File: config.mk
export PLATFORM = sky130hd
export DESIGN_NAME = dsw_ctrl
export DESIGN_NICKNAME = d
export VERILOG_FILES = /design/src/hdl/dsw_pkg.sv /design/src/hdl/dsw_ctrl.sv
export SDC_FILE = /design/constraint.sdc
export NUM_CORES = 1
export LEC_CHECK = 0
export ABC_CLOCK_PERIOD_IN_PS = 1600
export BUFFER_PORTS_ARGS = -buffer_cell sky130_fd_sc_hd__buf_2
export CAP_MARGIN = 10
export CORE_AREA = 2 2 39 41
export DETAILED_ROUTE_END_ITERATION = 10
export DIE_AREA = 0 0 41 43
export PLACE_DENSITY = 0.4
export SLEW_MARGIN = 20
export SYNTH_ARGS = -nofsm -noshare
export SYNTH_HDL_FRONTEND = slang
export SYNTH_SLANG_ARGS = --single-unit
File: constraint.sdc
create_clock -name clk_i -period 1.6 [get_ports clk_i]
set_input_delay 0.32 -clock clk_i [delete_from_list [all_inputs] [get_ports clk_i]]
set_output_delay 0.32 -clock clk_i [all_outputs]
set_load 0.01 [all_outputs]
File: src/hdl/dsw_pkg.sv
// ----------------------------------------------------------------------------
// dsw_pkg
// Shared types and constants for the dice sum way counter.
// ----------------------------------------------------------------------------
`default_nettype none

package dsw_pkg;

  localparam int unsigned FACE_W  = 7;
  localparam int unsigned DICE_W  = 7;
  localparam int unsigned SUM_W   = 11;
  localparam int unsigned COUNT_W = 32;

  localparam logic [COUNT_W-1:0] COUNT_MAX = '1;

  typedef struct packed {
    logic [FACE_W-1:0] face_count;
    logic [DICE_W-1:0] dice_count;
    logic [SUM_W-1:0]  target_sum;
  } req_t;

  typedef struct packed {
    logic [COUNT_W-1:0] way_count;
    logic               saturated;
  } res_t;

  typedef enum logic [1:0] {
    ST_IDLE,
    ST_RUN,
    ST_FLUSH,
    ST_HOLD
  } state_e;

  // controller to datapath
  typedef struct packed {
    logic start;     // load request, clear counters
    logic direct;    // load result without table work
    logic issue;     // issue one table entry
    logic load_out;  // move pending result to output register
  } cmd_t;

  // datapath to controller
  typedef struct packed {
    logic req_direct;  // incoming request needs no table work
    logic issue_last;  // entry being issued is the final one
    logic final_wr;    // final entry written, result pending
  } stat_t;

endpackage

`default_nettype wire

File: src/hdl/dsw_ctrl.sv
// ----------------------------------------------------------------------------
// dsw_ctrl
// Sequencer: accepts a request, steps the table datapath, hands off result.
// ----------------------------------------------------------------------------
`default_nettype none

module dsw_ctrl (
  input  wire logic          clk_i,
  input  wire logic          rst_ni,
  input  wire logic          in_valid_i,
  output logic               in_stall_o,
  output logic               out_valid_o,
  input  wire logic          out_stall_i,
  input  wire dsw_pkg::stat_t stat_i,
  output dsw_pkg::cmd_t      cmd_o
);

  dsw_pkg::state_e state_q, state_d;
  logic            out_valid_q, out_valid_d;
  logic            out_free;

  assign out_free = !out_valid_q || !out_stall_i;

  always_ff @(posedge clk_i or negedge rst_ni) begin
    if (!rst_ni) begin
      state_q     <= dsw_pkg::ST_IDLE;
      out_valid_q <= 1'b0;
    end else begin
      state_q     <= state_d;
      out_valid_q <= out_valid_d;
    end
  end

  always_comb begin
    state_d     = state_q;
    cmd_o       = '0;
    in_stall_o  = 1'b1;
    out_valid_d = out_valid_q && out_stall_i;
    unique case (state_q)
      dsw_pkg::ST_IDLE: begin
        in_stall_o = 1'b0;
        if (in_valid_i) begin
          if (stat_i.req_direct) begin
            cmd_o.direct = 1'b1;
            state_d      = dsw_pkg::ST_HOLD;
          end else begin
            cmd_o.start = 1'b1;
            state_d     = dsw_pkg::ST_RUN;
          end
        end
      end
      dsw_pkg::ST_RUN: begin
        cmd_o.issue = 1'b1;
        if (stat_i.issue_last) begin
          state_d = dsw_pkg::ST_FLUSH;
        end
      end
      dsw_pkg::ST_FLUSH: begin
        if (stat_i.final_wr) begin
          state_d = dsw_pkg::ST_HOLD;
        end
      end
      dsw_pkg::ST_HOLD: begin
        if (out_free) begin
          cmd_o.load_out = 1'b1;
          out_valid_d    = 1'b1;
          state_d        = dsw_pkg::ST_IDLE;
        end
      end
      default: begin
        state_d = dsw_pkg::ST_IDLE;
      end
    endcase
  end

  assign out_valid_o = out_valid_q;

endmodule

`default_nettype wire

==> run_results.csv <==
group,metric,value,unit
sta,setup_slack,99.8,ps
cts,cts_made_buffers,3,
yosys,synth-xor-area-share,0,
place,gp_congestion,0.574,
die,core_area,0.00138,mm²
sta,hold_violations,0,
layout,area_growth,54.5,%
sta,rsz0062_at_grt,"false",
yosys,syn_nets,34,
place,dpl.hpwl,400,µm
cts,cts_buffer_depth,2,
worst_setup_path,cp_slowest_stage_delay,400,ps
yosys,ys_ff_latch,3,
sta,fin_crit_sh,0.938,
sta,fmax,667,MHz
layout,drive_gt1_frac,0.550,
die,rows,14,
run_status,status,"finished, final reports clean",
pwr,powerDensity,1890,mW/mm²
pwr,ir_worst_vdd,0.599,mV
die,pin_count,13,
place,numPortBuffers,12,
die,die-area,0.00176,mm²
cts,cts_setup_buffers,0,
yosys,synth_edf_count,0,
worst_setup_path,worstSetupStartpointType,"register",
global_route,grt_first_pass_wirelength,745,µm
place,place_ws,221,ps
yosys,synth.most_common_cell,"ha_1",
cts,cts.sinks,3,
yosys,synth.top_cell.area_share,0.317,
cts,clk_pin_slew,40,ps
detailed_routing,routed_wl,503,µm
die,start_util,0.171,
sta,final_max_slew_viol_count,0,
sta,tightest_slew,198,ps
worst_setup_path,worst-path-buf-inv,2,
yosys,synth_simple_gate_area_frac,0.190,
sta,setup_tns,0,ps
detailed_routing,dr.pass1.iters,1,
die,die_h,43,µm
die,die_w,41,µm
yosys,synth_seq_area_share,0.317,
yosys,synth_top_cell_by_area,"dfrtp_1",
global_route,grt_use_total,0.0665,
detailed_routing,ant_nets,0,
layout,diodes,0,
detailed_routing,routed_via_density,4.16,
yosys,synthFlopType,"dfrtp_1",
yosys,synth_compound_area_frac,0.148,
job,maxCapViolations,0,
layout,fillers,152,
worst_setup_path,path_cells,"inv_2 -> ha_4 -> and3_2 -> buf_2",
global_route,grt_max_degree,6,
yosys,synth_area,236,µm²
sta,layout_min_cycle_time,1500,ps
yosys,yosys.area_share.adder,0.212,
layout,multi_input_area,163,µm²
global_route,antenna_found_initial,0,
worst_setup_path,crit_type,"register to primary output",
global_route,first_global_vias,219,
cts,cts_root_buffer,"clkbuf_4",
yosys,yosysWarnings,0,
yosys,synth.area.top_cells,"dfrtp_1, ha_1, mux2i_1",
detailed_routing,vias,233,
global_route,grt_overflow,0,
layout,fin_nets,52,
yosys,async_reset_ff_frac,1.00,
yosys,synth_cells,23,
sta,fin_skew,1.30,ps
cts,cts_tree,"built",
yosys,synth_cell_type_count,15,
yosys,synthMuxAreaShare,0.0847,
yosys,avgSynthCellArea,10.3,µm²
worst_setup_path,crit_family,"flip-flops",
cts,insertion_delay,230,ps
worst_setup_path,critical_path.max_fanout,5,
worst_setup_path,cp-end-kind,"primary output",
pwr,power_leakage,0.191,nW
min_path,holdCritPathClass,"primary input to register",
detailed_routing,drc,0,
detailed_routing,post_drt_wl_per_cell,8.98,µm
detailed_routing,drt_iter0_markers,0,
cts,htree_num_levels,1,
yosys,synth_common_cells,"ha_1, dfrtp_1, inv_1, mux2i_1, nand2b_1",
sta,final-setup-viol-count,0,
worst_setup_path,required,1280,ps
layout,seqCellArea,75.1,µm²
sta,maxSlewHeadroom,0.868,
worst_setup_path,crit_slowest_cell,"dfrtp_1",
worst_setup_path,arrival,1180,ps
yosys,synth_top_family_by_area,"adder cells",
cell type report:
cell class                 count  share of cell area
multi-input combinational     17               0.445
inverter                       3              0.0308
sequential                     3               0.205
timing repair buffer          13               0.192
clock buffer                   4              0.0719
tap                           16              0.0548
metrics by stage:
stage / util / total power [mW] / instance area, µm² / instances / hold WS, ps
global route: 0.264 / 0.763 / 365 / 56 / 332
floorplan: - / 0.413 / 236 / 23 / 24.4
finish: 0.264 / 0.690 / 365 / 56 / 331
detailed placement: 0.229 / 0.524 / 317 / 51 / 117
global placement: 0.229 / 0.512 / 317 / 51 / 115
CTS: 0.257 / 0.673 / 355 / 56 / 319
kinds of logic (layout without fill, tap and decap cells):
| group | after synthesis | count (layout) |
|---|---|---|
| compound gates | 4 | 4 |
| flops | 3 | 3 |
| mux | 2 | 2 |
| buf+inv | 3 | 20 |
| fa+ha+maj | 4 | 4 |
| simple gates | 7 | 7 |
placed cells by master, fill, tap and decap left out:
cell type,instances
a21boi_0,1
a21o_1,1
a21oi_1,1
and3_2,1
and4bb_2,1
buf_2,12
clkbuf_1,1
clkbuf_4,3
dfrtp_1,3
dlygate4sd3_1,1
ha_1,3
ha_4,1
inv_2,3
mux2i_1,2
nand2_1,1
nand2b_1,2
nand3_1,1
nor2_1,1
o2111ai_2,1
final timing paths:
check | startpoint | to | slack (ps) | cells past startpoint
min reg2reg | out_valid_o | out_valid_o | 530 | 1
max in group asynchronous | rst_ni | out_valid_o | 1090 | 2
max | state_q[0] | cmd_o[2] | 100 | 4
min | out_stall_i | out_valid_o | 330 | 2
min in group asynchronous | rst_ni | state_q[1] | 410 | 2
max reg2reg | state_q[0] | state_q[1] | 380 | 5
registers in the layout (all words and copies together) (netlist names):
signal and cells:
state_q 2, out_valid_o 1
power breakdown:
group          switching [mW]  internal (mW)  total [mW]
Sequential             0.0374          0.118       0.156
Combinational           0.203          0.202       0.405
Clock                  0.0363         0.0933       0.130
per-layer routing:
layer / GRT usage / vias to the layer above / share of wire
met5: 0 / - / 0
met4: 0.0800 / 0 / 0
met3: 0.0157 / 0 / 0.12
met2: 0.0938 / 13 / 0.39
met1: 0.0682 / 106 / 0.49
li1: - / 114 / -
timing repair:
action | CTS | global route
pin swaps | 0 | 0
hold endpoints to repair | 3 | 0
endpoints found under the setup margin | 2 | 2
gates resized for setup | 1 | 3
hold buffers | 1 | 0
Power figures use the tool's default switching activity.
